<file path="config.mk">
export PLATFORM = sky130hd
export DESIGN_NAME = can_usb_rx_record_deframer
export DESIGN_NICKNAME = d
export VERILOG_FILES = /design/src/rtl/crdf_pkg.sv /design/src/rtl/can_usb_rx_record_deframer.sv /design/src/rtl/crdf_step.sv /design/src/rtl/crdf_outq.sv
export SDC_FILE = /design/constraint.sdc
export NUM_CORES = 1
export LEC_CHECK = 0
export BUFFER_PORTS_ARGS = -buffer_cell sky130_fd_sc_hd__buf_4
export CAP_MARGIN = 20
export CORE_UTILIZATION = 55
export DETAILED_ROUTE_END_ITERATION = 7
export MAX_ROUTING_LAYER = met4
export PLACE_DENSITY = 0.84
export SYNTH_ARGS = -nofsm -noshare
export SYNTH_HDL_FRONTEND = slang
export SYNTH_SLANG_ARGS = --single-unit
export TNS_END_PERCENT = 20
</file>
<file path="constraint.sdc">
create_clock -name clk_i -period 15 [get_ports clk_i]
set_input_delay 0.75 -clock clk_i [delete_from_list [all_inputs] [get_ports clk_i]]
set_output_delay 0.75 -clock clk_i [all_outputs]
set_load 0.1 [all_outputs]
</file>
<file path="src/rtl/crdf_pkg.sv">
package crdf_pkg;

  localparam int unsigned IdW      = 29;
  localparam int unsigned PayloadW = 64;
  localparam int unsigned StampW   = 16;
  localparam int unsigned OutDataW = 120;

  typedef enum logic [3:0] {
    PH_IDLE  = 4'd0,
    PH_HDR1  = 4'd1,
    PH_SL    = 4'd2,
    PH_DID   = 4'd3,
    PH_DTS   = 4'd4,
    PH_DPAY  = 4'd5,
    PH_SF    = 4'd6,
    PH_SN    = 4'd7,
    PH_STS   = 4'd8,
    PH_SBODY = 4'd9
  } crdf_phase_e;

  typedef enum logic [1:0] {
    KIND_DATA     = 2'd0,
    KIND_STATE    = 2'd1,
    KIND_OVERFLOW = 2'd2,
    KIND_FMT_ERR  = 2'd3
  } crdf_kind_e;

  typedef enum logic [1:0] {
    BUS_ACTIVE  = 2'd0,
    BUS_WARNING = 2'd1,
    BUS_PASSIVE = 2'd2,
    BUS_OFF     = 2'd3
  } crdf_bus_e;

  typedef struct packed {
    crdf_phase_e           phase;
    logic [3:0]            field_count;
    logic [7:0]            records_total;
    logic [7:0]            record_index;
    logic                  data_seen;
    logic [7:0]            status_latch;
    logic [7:0]            func_code;
    logic [7:0]            func_arg;
    logic [StampW-1:0]     stamp;
    logic [7:0]            prev_low;
    logic [31:0]           id_accum;
    logic [PayloadW-1:0]   payload;
    crdf_bus_e             err;
    logic                  synced;
  } crdf_state_t;

  typedef struct packed {
    crdf_kind_e            kind;
    logic [IdW-1:0]        frame_id;
    logic                  is_extended;
    logic                  is_remote;
    logic [3:0]            data_length;
    logic [PayloadW-1:0]   payload;
    logic [StampW-1:0]     stamp;
    logic                  stamp_valid;
    crdf_bus_e             bus_state;
  } crdf_result_t;

endpackage

</file>
<file path="src/rtl/can_usb_rx_record_deframer.sv">
// channel   dir  tdata                     tuser             tlast
// s_axis    in   [7:0] buffer byte         first byte flag   last byte of buffer
// m_axis    out  [119:0] record fields     [1:0] record kind -
//
// One byte per clock while s_axis_tready_o is high: each accepted byte is decoded in the same cycle against
// the parser registers and any result lands in a two-entry output register.
// s_axis_tready_o drops only while both output entries hold unread results.
// Reset clears the parser to wait for a buffer start with the bus error-active.
// Results leave in order through the main and skid output entries.
module can_usb_rx_record_deframer import crdf_pkg::*; (
  input  logic                clk_i,
  input  logic                rst_ni,
  input  logic                s_axis_tvalid_i,
  output logic                s_axis_tready_o,
  input  logic [7:0]          s_axis_tdata_i,   // in_byte
  input  logic                s_axis_tuser_i,   // first_byte
  input  logic                s_axis_tlast_i,   // last_byte
  output logic                m_axis_tvalid_o,
  input  logic                m_axis_tready_i,
  // frame_id[28:0], is_extended[29], is_remote[30], data_length[34:31],
  // payload[98:35], stamp[114:99], stamp_valid[115], bus_state[117:116], zero pad
  output logic [OutDataW-1:0] m_axis_tdata_o,
  output logic [1:0]          m_axis_tuser_o    // record_kind
);

  crdf_state_t  state_q, state_d;
  crdf_result_t step_res;
  crdf_result_t out_res;
  logic         step_valid;
  logic         accept;
  logic         q_full;

  assign s_axis_tready_o = !q_full;
  assign accept          = s_axis_tvalid_i && s_axis_tready_o;

  crdf_step u_step (
    .byte_i      (s_axis_tdata_i),
    .first_i     (s_axis_tuser_i),
    .last_i      (s_axis_tlast_i),
    .state_i     (state_q),
    .state_o     (state_d),
    .res_valid_o (step_valid),
    .res_o       (step_res)
  );

  // all-zero state is idle phase with the bus error-active
  always_ff @(posedge clk_i or negedge rst_ni) begin
    if (!rst_ni) begin
      state_q <= '0;
    end else if (accept) begin
      state_q <= state_d;
    end
  end

  crdf_outq u_outq (
    .clk_i   (clk_i),
    .rst_ni  (rst_ni),
    .push_i  (accept && step_valid),
    .data_i  (step_res),
    .full_o  (q_full),
    .valid_o (m_axis_tvalid_o),
    .ready_i (m_axis_tready_i),
    .data_o  (out_res)
  );

  assign m_axis_tuser_o = out_res.kind;
  assign m_axis_tdata_o = {2'b00, out_res.bus_state, out_res.stamp_valid, out_res.stamp,
                           out_res.payload, out_res.data_length, out_res.is_remote,
                           out_res.is_extended, out_res.frame_id};

endmodule

</file>
<file path="src/rtl/crdf_step.sv">
module crdf_step import crdf_pkg::*; (
  input  logic [7:0]   byte_i,
  input  logic         first_i,
  input  logic         last_i,
  input  crdf_state_t  state_i,
  output crdf_state_t  state_o,
  output logic         res_valid_o,
  output crdf_result_t res_o
);

  localparam logic [7:0] FnBusEvent = 8'd1;
  localparam logic [7:0] FnSkip2    = 8'd2;
  localparam logic [7:0] FnSkip1    = 8'd3;
  localparam logic [7:0] FnStamp    = 8'd4;

  localparam int unsigned SlTs  = 7;
  localparam int unsigned SlInt = 6;
  localparam int unsigned SlExt = 5;
  localparam int unsigned SlRtr = 4;

  typedef struct packed {
    logic       ev;
    crdf_kind_e kind;
    crdf_bus_e  nw;
  } bus_ev_t;

  function automatic bus_ev_t bus_event(logic [7:0] n, crdf_bus_e cur, logic synced);
    bus_ev_t r;
    logic    over;
    logic    silent;
    r.ev   = 1'b0;
    r.kind = KIND_STATE;
    r.nw   = cur;
    over   = 1'b0;
    silent = 1'b0;
    if ((n == 8'h40 && !synced) || cur == BUS_OFF) begin
      silent = 1'b1;
    end else if (cur == BUS_ACTIVE && n[2]) begin
      r.nw = BUS_WARNING;
    end else if (cur == BUS_ACTIVE || cur == BUS_WARNING) begin
      if (n[3]) begin
        r.nw = BUS_PASSIVE;
      end else if (n[4]) begin
        r.nw = BUS_OFF;
      end else if ((n & 8'h42) != 8'h00) begin
        over = 1'b1;
      end else if (!n[2]) begin
        r.nw   = BUS_ACTIVE;
        silent = 1'b1;
      end
    end else begin
      if (n[4]) begin
        r.nw = BUS_OFF;
      end else if (n[2]) begin
        r.nw = BUS_WARNING;
      end else if ((n & 8'h42) != 8'h00) begin
        over = 1'b1;
      end else if (!n[3]) begin
        r.nw   = BUS_ACTIVE;
        silent = 1'b1;
      end
    end
    if (over) begin
      r.ev   = 1'b1;
      r.kind = KIND_OVERFLOW;
    end else if (!silent && r.nw != cur) begin
      r.ev = 1'b1;
    end
    return r;
  endfunction

  crdf_state_t         nxt;
  logic [3:0]          sl_len;
  logic [3:0]          body_len;
  logic [3:0]          fc_inc;
  logic [7:0]          idx_inc;
  crdf_phase_e         rec_phase;
  logic                ts_wide;
  logic                ts_done;
  logic [StampW-1:0]   ts_stamp;
  logic [7:0]          ts_prev;
  logic [3:0]          ts_fc;
  logic [7:0]          ev_arg;
  bus_ev_t             bev;
  logic                head_done;
  logic                data_done;
  logic                ferr;

  assign sl_len    = state_i.status_latch[3:0];
  assign fc_inc    = state_i.field_count + 4'd1;
  assign idx_inc   = state_i.record_index + 8'd1;
  assign rec_phase = (idx_inc == state_i.records_total) ? PH_IDLE : PH_SL;

  always_comb begin
    case (state_i.func_code)
      FnSkip2: body_len = 4'd2;
      FnSkip1: body_len = 4'd1;
      FnStamp: body_len = (sl_len < 4'd2) ? 4'd2 : sl_len;
      default: body_len = sl_len;
    endcase
  end

  // timestamp byte: wide form on the first data record, or on record 0 for status, increment form after
  always_comb begin
    ts_wide  = (state_i.phase == PH_DTS) ? !state_i.data_seen
                                         : (state_i.record_index == 8'd0);
    ts_done  = 1'b1;
    ts_stamp = state_i.stamp;
    ts_prev  = state_i.prev_low;
    ts_fc    = state_i.field_count;
    if (ts_wide) begin
      if (state_i.field_count == 4'd0) begin
        ts_stamp = {state_i.stamp[15:8], byte_i};
        ts_fc    = 4'd1;
        ts_done  = 1'b0;
      end else begin
        ts_stamp = {byte_i, state_i.stamp[7:0]};
        ts_prev  = state_i.stamp[7:0];
      end
    end else begin
      if (byte_i < state_i.prev_low) begin
        ts_stamp = {state_i.stamp[15:8] + 8'd1, byte_i};
      end else begin
        ts_stamp = {state_i.stamp[15:8], byte_i};
      end
      ts_prev = byte_i;
    end
  end

  assign ev_arg = (state_i.phase == PH_SN) ? byte_i : state_i.func_arg;
  assign bev    = bus_event(ev_arg, state_i.err, state_i.synced);

  assign head_done = !first_i &&
                     ((state_i.phase == PH_SN && !state_i.status_latch[SlTs]) ||
                      (state_i.phase == PH_STS && ts_done));
  assign data_done = !first_i &&
                     ((state_i.phase == PH_DTS && ts_done &&
                       (state_i.status_latch[SlRtr] || sl_len == 4'd0)) ||
                      (state_i.phase == PH_DPAY && fc_inc == sl_len));

  // next state
  always_comb begin
    nxt = state_i;
    if (first_i) begin
      nxt.record_index = 8'd0;
      nxt.data_seen    = 1'b0;
      nxt.stamp        = '0;
      nxt.prev_low     = 8'd0;
      nxt.field_count  = 4'd0;
      nxt.phase        = PH_HDR1;
    end else begin
      case (state_i.phase)
        PH_HDR1: begin
          nxt.records_total = byte_i;
          nxt.phase         = (byte_i == 8'd0) ? PH_IDLE : PH_SL;
        end
        PH_SL: begin
          nxt.status_latch = byte_i;
          nxt.field_count  = 4'd0;
          if (byte_i[SlInt]) begin
            nxt.phase = PH_SF;
          end else begin
            nxt.id_accum = '0;
            nxt.phase    = PH_DID;
          end
        end
        PH_DID: begin
          nxt.id_accum[{state_i.field_count[1:0], 3'b000} +: 8] = byte_i;
          nxt.field_count = fc_inc;
          if (fc_inc == (state_i.status_latch[SlExt] ? 4'd4 : 4'd2)) begin
            nxt.field_count = 4'd0;
            nxt.phase       = PH_DTS;
          end
        end
        PH_DTS: begin
          nxt.stamp       = ts_stamp;
          nxt.prev_low    = ts_prev;
          nxt.field_count = ts_fc;
          if (ts_done) begin
            nxt.payload     = '0;
            nxt.field_count = 4'd0;
            if (data_done) begin
              nxt.data_seen    = 1'b1;
              nxt.record_index = idx_inc;
              nxt.phase        = rec_phase;
            end else begin
              nxt.phase = PH_DPAY;
            end
          end
        end
        PH_DPAY: begin
          if (!state_i.field_count[3]) begin
            nxt.payload[{state_i.field_count[2:0], 3'b000} +: 8] = byte_i;
          end
          nxt.field_count = fc_inc;
          if (data_done) begin
            nxt.data_seen    = 1'b1;
            nxt.record_index = idx_inc;
            nxt.phase        = rec_phase;
          end
        end
        PH_SF: begin
          nxt.func_code = byte_i;
          nxt.phase     = PH_SN;
        end
        PH_SN, PH_STS: begin
          if (state_i.phase == PH_SN) begin
            nxt.func_arg    = byte_i;
            nxt.field_count = 4'd0;
            if (state_i.status_latch[SlTs]) begin
              nxt.phase = PH_STS;
            end
          end else begin
            nxt.stamp       = ts_stamp;
            nxt.prev_low    = ts_prev;
            nxt.field_count = ts_fc;
          end
          if (head_done) begin
            if (state_i.func_code == FnBusEvent) begin
              nxt.err = bev.nw;
            end
            nxt.field_count = 4'd0;
            if (body_len == 4'd0) begin
              nxt.record_index = idx_inc;
              nxt.phase        = rec_phase;
            end else begin
              nxt.phase = PH_SBODY;
            end
          end
        end
        PH_SBODY: begin
          if (state_i.func_code == FnStamp && state_i.field_count < 4'd2) begin
            if (state_i.field_count == 4'd0) begin
              nxt.stamp = {state_i.stamp[15:8], byte_i};
            end else begin
              nxt.stamp  = {byte_i, state_i.stamp[7:0]};
              nxt.synced = 1'b1;
            end
          end
          nxt.field_count = fc_inc;
          if (fc_inc == body_len) begin
            nxt.record_index = idx_inc;
            nxt.phase        = rec_phase;
          end
        end
        default: begin
          nxt.phase = PH_IDLE;
        end
      endcase
    end
  end

  always_comb begin
    state_o = nxt;
    if (last_i) begin
      state_o.phase = PH_IDLE;
    end
  end

  // result
  assign ferr = last_i && (first_i || state_i.phase == PH_HDR1 ||
                           !(nxt.phase == PH_SL || nxt.phase == PH_IDLE ||
                             nxt.phase == PH_HDR1));

  always_comb begin
    res_o           = '0;
    res_o.bus_state = nxt.err;
    res_valid_o     = 1'b0;
    if (ferr) begin
      res_valid_o = 1'b1;
      res_o.kind  = KIND_FMT_ERR;
    end else if (data_done) begin
      res_valid_o       = 1'b1;
      res_o.kind        = KIND_DATA;
      res_o.is_extended = state_i.status_latch[SlExt];
      res_o.frame_id    = state_i.status_latch[SlExt] ? state_i.id_accum[31:3]
                                                      : {18'd0, state_i.id_accum[15:5]};
      res_o.is_remote   = state_i.status_latch[SlRtr];
      res_o.data_length = (sl_len > 4'd8) ? 4'd8 : sl_len;
      res_o.payload     = nxt.payload;
      res_o.stamp       = nxt.stamp;
      res_o.stamp_valid = 1'b1;
    end else if (head_done && state_i.func_code == FnBusEvent && bev.ev) begin
      res_valid_o       = 1'b1;
      res_o.kind        = bev.kind;
      res_o.stamp       = nxt.stamp;
      res_o.stamp_valid = state_i.status_latch[SlTs];
    end
  end

endmodule

</file>
<file path="src/rtl/crdf_outq.sv">
module crdf_outq import crdf_pkg::*; (
  input  logic         clk_i,
  input  logic         rst_ni,
  input  logic         push_i,
  input  crdf_result_t data_i,
  output logic         full_o,
  output logic         valid_o,
  input  logic         ready_i,
  output crdf_result_t data_o
);

  logic         main_v_q, main_v_d;
  logic         skid_v_q, skid_v_d;
  crdf_result_t main_q, main_d;
  crdf_result_t skid_q, skid_d;
  logic         pop;

  assign pop     = main_v_q && ready_i;
  assign full_o  = skid_v_q;
  assign valid_o = main_v_q;
  assign data_o  = main_q;

  always_comb begin
    main_v_d = main_v_q;
    skid_v_d = skid_v_q;
    main_d   = main_q;
    skid_d   = skid_q;
    if (pop) begin
      if (skid_v_q) begin
        main_d   = skid_q;
        skid_v_d = 1'b0;
      end else if (push_i) begin
        main_d = data_i;
      end else begin
        main_v_d = 1'b0;
      end
    end else if (push_i) begin
      if (!main_v_q) begin
        main_d   = data_i;
        main_v_d = 1'b1;
      end else begin
        skid_d   = data_i;
        skid_v_d = 1'b1;
      end
    end
  end

  always_ff @(posedge clk_i or negedge rst_ni) begin
    if (!rst_ni) begin
      main_v_q <= 1'b0;
      skid_v_q <= 1'b0;
    end else begin
      main_v_q <= main_v_d;
      skid_v_q <= skid_v_d;
    end
  end

  always_ff @(posedge clk_i) begin
    main_q <= main_d;
    skid_q <= skid_d;
  end

endmodule

</file>
==> impl_metrics.py <==
metrics = {
    "cts": {
        "root_buffer": "clkbuf_16",
        "cts_hold_buf": 0,
        "cts_setup_buffers": 0,
        "clock_path_buffers": 3,
        "ctsResizeCount": 0,
        "clk_pin_slew_ns": 0.06,
        "clk-insertion-delay-late_ns": 0.54,
        "tritoncts": "built",
        "clock_sinks": 410,
        "cts_inserted_buffers": 42,
        "cts-htree-levels": 2,
    },
    "global_route": {
        "grt-ovfl-total": 0,
        "grt_pass1_vias": 14100,
        "grt_max_degree": 98,
        "grt_pass1_wl_mm": 76.9,
        "grt_usage_pct": 27.7,
        "antenna_found_initial": 0,
    },
    "critical_path": {
        "r2r_slack_ns": 9.53,
        "worst_setup_path_start_kind": "flop",
        "cp_common_cell": "buf_4",
        "crit_start": "state_q[165]",
        "crit_buf_inv": 3,
        "reg2reg_depth": 11,
        "endpoint": "u_outq.skid_q[28]",
        "cp_max_fo": 63,
        "crit_chain": "inv_1 -> ha_1 -> nor3b_2 -> nand4_1 -> a2bb2oi_2 -> o22ai_1 -> a41oi_1 -> a21oi_1 -> a2111oi_4 -> buf_4 -> buf_4",
        "cp_slowest_cell": "nor3b_2",
        "worstPathRequired_ns": 15.17,
        "critPathTopFamily": "buffers and inverters",
        "cp_data_arrival_time_ns": 5.64,
        "max_stage_delay_ns": 0.90,
        "endpoint_kind": "flop",
        "path_depth": 11,
        "worst_r2r_endpoint": "u_outq.skid_q[28]",
        "worstReg2RegStart": "state_q[165]",
        "critical_path_class": "reg2reg",
    },
    "routing": {
        "vias": 14700,
        "wire_per_inst_um": 20.2,
        "ant_nets": 0,
        "viasPerCell": 6.15,
        "drc_errors": 0,
        "dr.pass1.iters": 8,
        "drt_iter0_drc": 1414,
        "routed_wl_mm": 48.5,
    },
    "sta": {
        "hold_viol": 0,
        "setup_viol": 0,
        "slew_viol_final": 0,
        "period_share_pct": 36.5,
        "slew_headroom_pct": 27.0,
        "min_period_ns": 5.47,
        "rsz0062_at_grt": "false",
        "worst_pin_slew_ns": 1.09,
        "max_freq_mhz": 183,
        "skew_ns": 0.0107,
        "setup_tns_ns": 0,
    },
    "die": {
        "io_pins": 138,
        "die_y_um": 191,
        "start_util_pct": 56.3,
        "design.die.area_mm2": 0.0364,
        "die_x_um": 191,
        "row_count": 68,
        "core_area_mm2": 0.0348,
    },
    "power_and_ir_drop": {
        "internal_power_mw": 1.89,
        "power.density_mw_per_mm2": 115,
        "p_leak_nw": 8.51,
        "power.share.clock_pct": 40.6,
        "combPwrFrac_pct": 10.2,
        "fin_total_pwr_mw": 2.54,
        "switching_share_pct": 25.7,
        "seq_power_share_pct": 49.1,
        "max-vdd-ir-drop_uv": 91.8,
        "net-switching-power_mw": 0.655,
    },
    "synthesis": {
        "synth.avg_cell_area_um2": 10.6,
        "synthCells": 1840,
        "ys_ff_latch": 410,
        "synth_warnings": 0,
        "synth_edf_count": 240,
        "seq_area_frac_synth_pct": 58.5,
        "synth-main-ff-cell": "edfxtp_1",
        "synthArstFlopShare_pct": 41.5,
        "yosysUniqueCellTypes": 86,
        "syn_area_mm2": 0.0196,
    },
    "layout": {
        "drive_above_1_share_pct": 16.1,
        "fin_util_pct": 63.7,
        "syn_to_final_growth_pct": 13.3,
        "layout.nets": 1940,
        "diodes": 0,
        "fin_area_mm2": 0.0222,
        "final_cell_count_no_fill": 2396,
    },
    "worst_hold_path": {
        "hold_class": "in2async",
    },
    "status": {
        "status": "finished clean",
    },
    "placement": {
        "port_buffers": 135,
        "placed_area_mm2": 0.0208,
        "dp_cells": 2317,
        "hpwl_mm": 31.6,
        "gp_congestion": 0.952,
    },
    "run": {
        "cap_violations": 0,
    },
}
==> how the worst min path moves through the flow <==
stage | cells after the start | slack, ns | to | startpoint
2_1_floorplan | 2 | 0.44 | state_q[91] | state_q[91]
3_3_place_gp | 2 | 0.46 | state_q[60] | state_q[60]
3_5_place_dp | 2 | 0.47 | state_q[93] | state_q[93]
4_1_cts | 1 | 0.13 | state_q[106] | rst_ni
5_1_grt | 1 | 0.15 | state_q[105] | rst_ni
6_report | 1 | 0.14 | state_q[101] | rst_ni
==> power groups by stage <==
stage	clock, mW	sequential, mW	combinational [mW]
after detailed placement	0	1.27	0.261
after CTS	1.05	1.25	0.262
after floorplan	0	1.39	0.0783
final	1.03	1.25	0.261
after global routing	1.09	1.25	0.274
after global placement	0	1.27	0.258
==> kinds of logic (layout without fill, tap and decap cells) <==
group | Yosys count | in the layout | synth area share, %
muxes | 71 | 71 | 3.97
xor gates and xnor gates | 24 | 24 | 1.14
other | 1 | 2 | 0.0191
adders and majority gates | 18 | 18 | 1.15
and+or+nand+nor | 738 | 738 | 17.0
AOI/OAI and AO/OA | 411 | 411 | 14.6
buffers and inverters | 167 | 267 | 3.62
DFF | 410 | 410 | 58.5
==> cell usage in the layout, fill, tap and decap left out, types with 7 or more instances in the layout <==
cell type / count
nand2_1: 372
edfxtp_1: 240
dfrtp_1: 170
nor2_1: 160
buf_4: 152
o21ai_0: 128
mux2_2: 53
a21oi_1: 43
clkbuf_16: 43
o31ai_1: 36
inv_1: 34
a22oi_1: 34
a32oi_1: 31
nor3_1: 29
and2_1: 26
nand3_1: 21
nand2b_1: 18
ha_1: 18
mux2i_1: 17
o22a_1: 17
nor2b_1: 16
xnor2_1: 16
nand4_1: 15
a22o_1: 14
or2_2: 13
and3_1: 12
clkbuf_1: 12
nor4_1: 11
a31oi_1: 10
a32o_1: 10
o21ai_1: 10
o31ai_2: 9
clkinv_2: 9
a21o_1: 8
o32ai_1: 8
o2bb2ai_1: 8
xor2_1: 7
or3_1: 7
==> cell usage after synthesis (11+ instances only) <==
cell type | n | area, um^2
buf_2 | 28 | 140
nand2b_1 | 18 | 113
ha_1 | 18 | 225
nand2_1 | 373 | 1400
edfxtp_1 | 240 | 7210
and2_1 | 26 | 163
nor3_1 | 30 | 150
and3_1 | 12 | 75.1
mux2i_1 | 17 | 170
nor2_1 | 162 | 608
a21oi_1 | 43 | 215
or2_2 | 13 | 81.3
mux2_2 | 53 | 597
o22a_1 | 17 | 149
nand3_1 | 22 | 110
clkbuf_1 | 87 | 327
xnor2_1 | 16 | 140
o21ai_0 | 128 | 641
nor4_1 | 11 | 68.8
nor2b_1 | 17 | 106
dfrtp_1 | 170 | 4250
nand4_1 | 15 | 93.8
o31ai_1 | 36 | 270
inv_1 | 34 | 128
a32oi_1 | 31 | 272
a22o_1 | 14 | 123
a22oi_1 | 34 | 255
==> metal layers <==
layer	part of all wire, %	global-route usage, %
met1	43	37.9
met2	47	42.4
met3	6.9	3.86
met4	3.2	10.2
met5	0	-
==> state kept, by name (all words and copies together), names as in the netlist <==
signal          cells
state_q           168
u_outq.data_o     120
u_outq.skid_q     120
u_outq.full_o       1
u_outq.valid_o      1
==> final cells by class <==
cell class              count  area [um^2]
clock buffers              57         1150
clock inverters            20          205
fillers                  2673        12600
inverters                  35          131
multi-input cells        1264         7480
flip-flops and latches    410        11500
well taps                 455          569
repair buffers            155         1190
==> through the flow <==
step	hold WS [ns]	worst slack, ns
final	0.137	9.53
after global routing	0.154	9.12
after CTS	0.132	9.54
after detailed placement	0.471	9.57
after global placement	0.462	9.79
after floorplan	0.442	4.81
No activity file was read; power rests on OpenSTA's default activity.
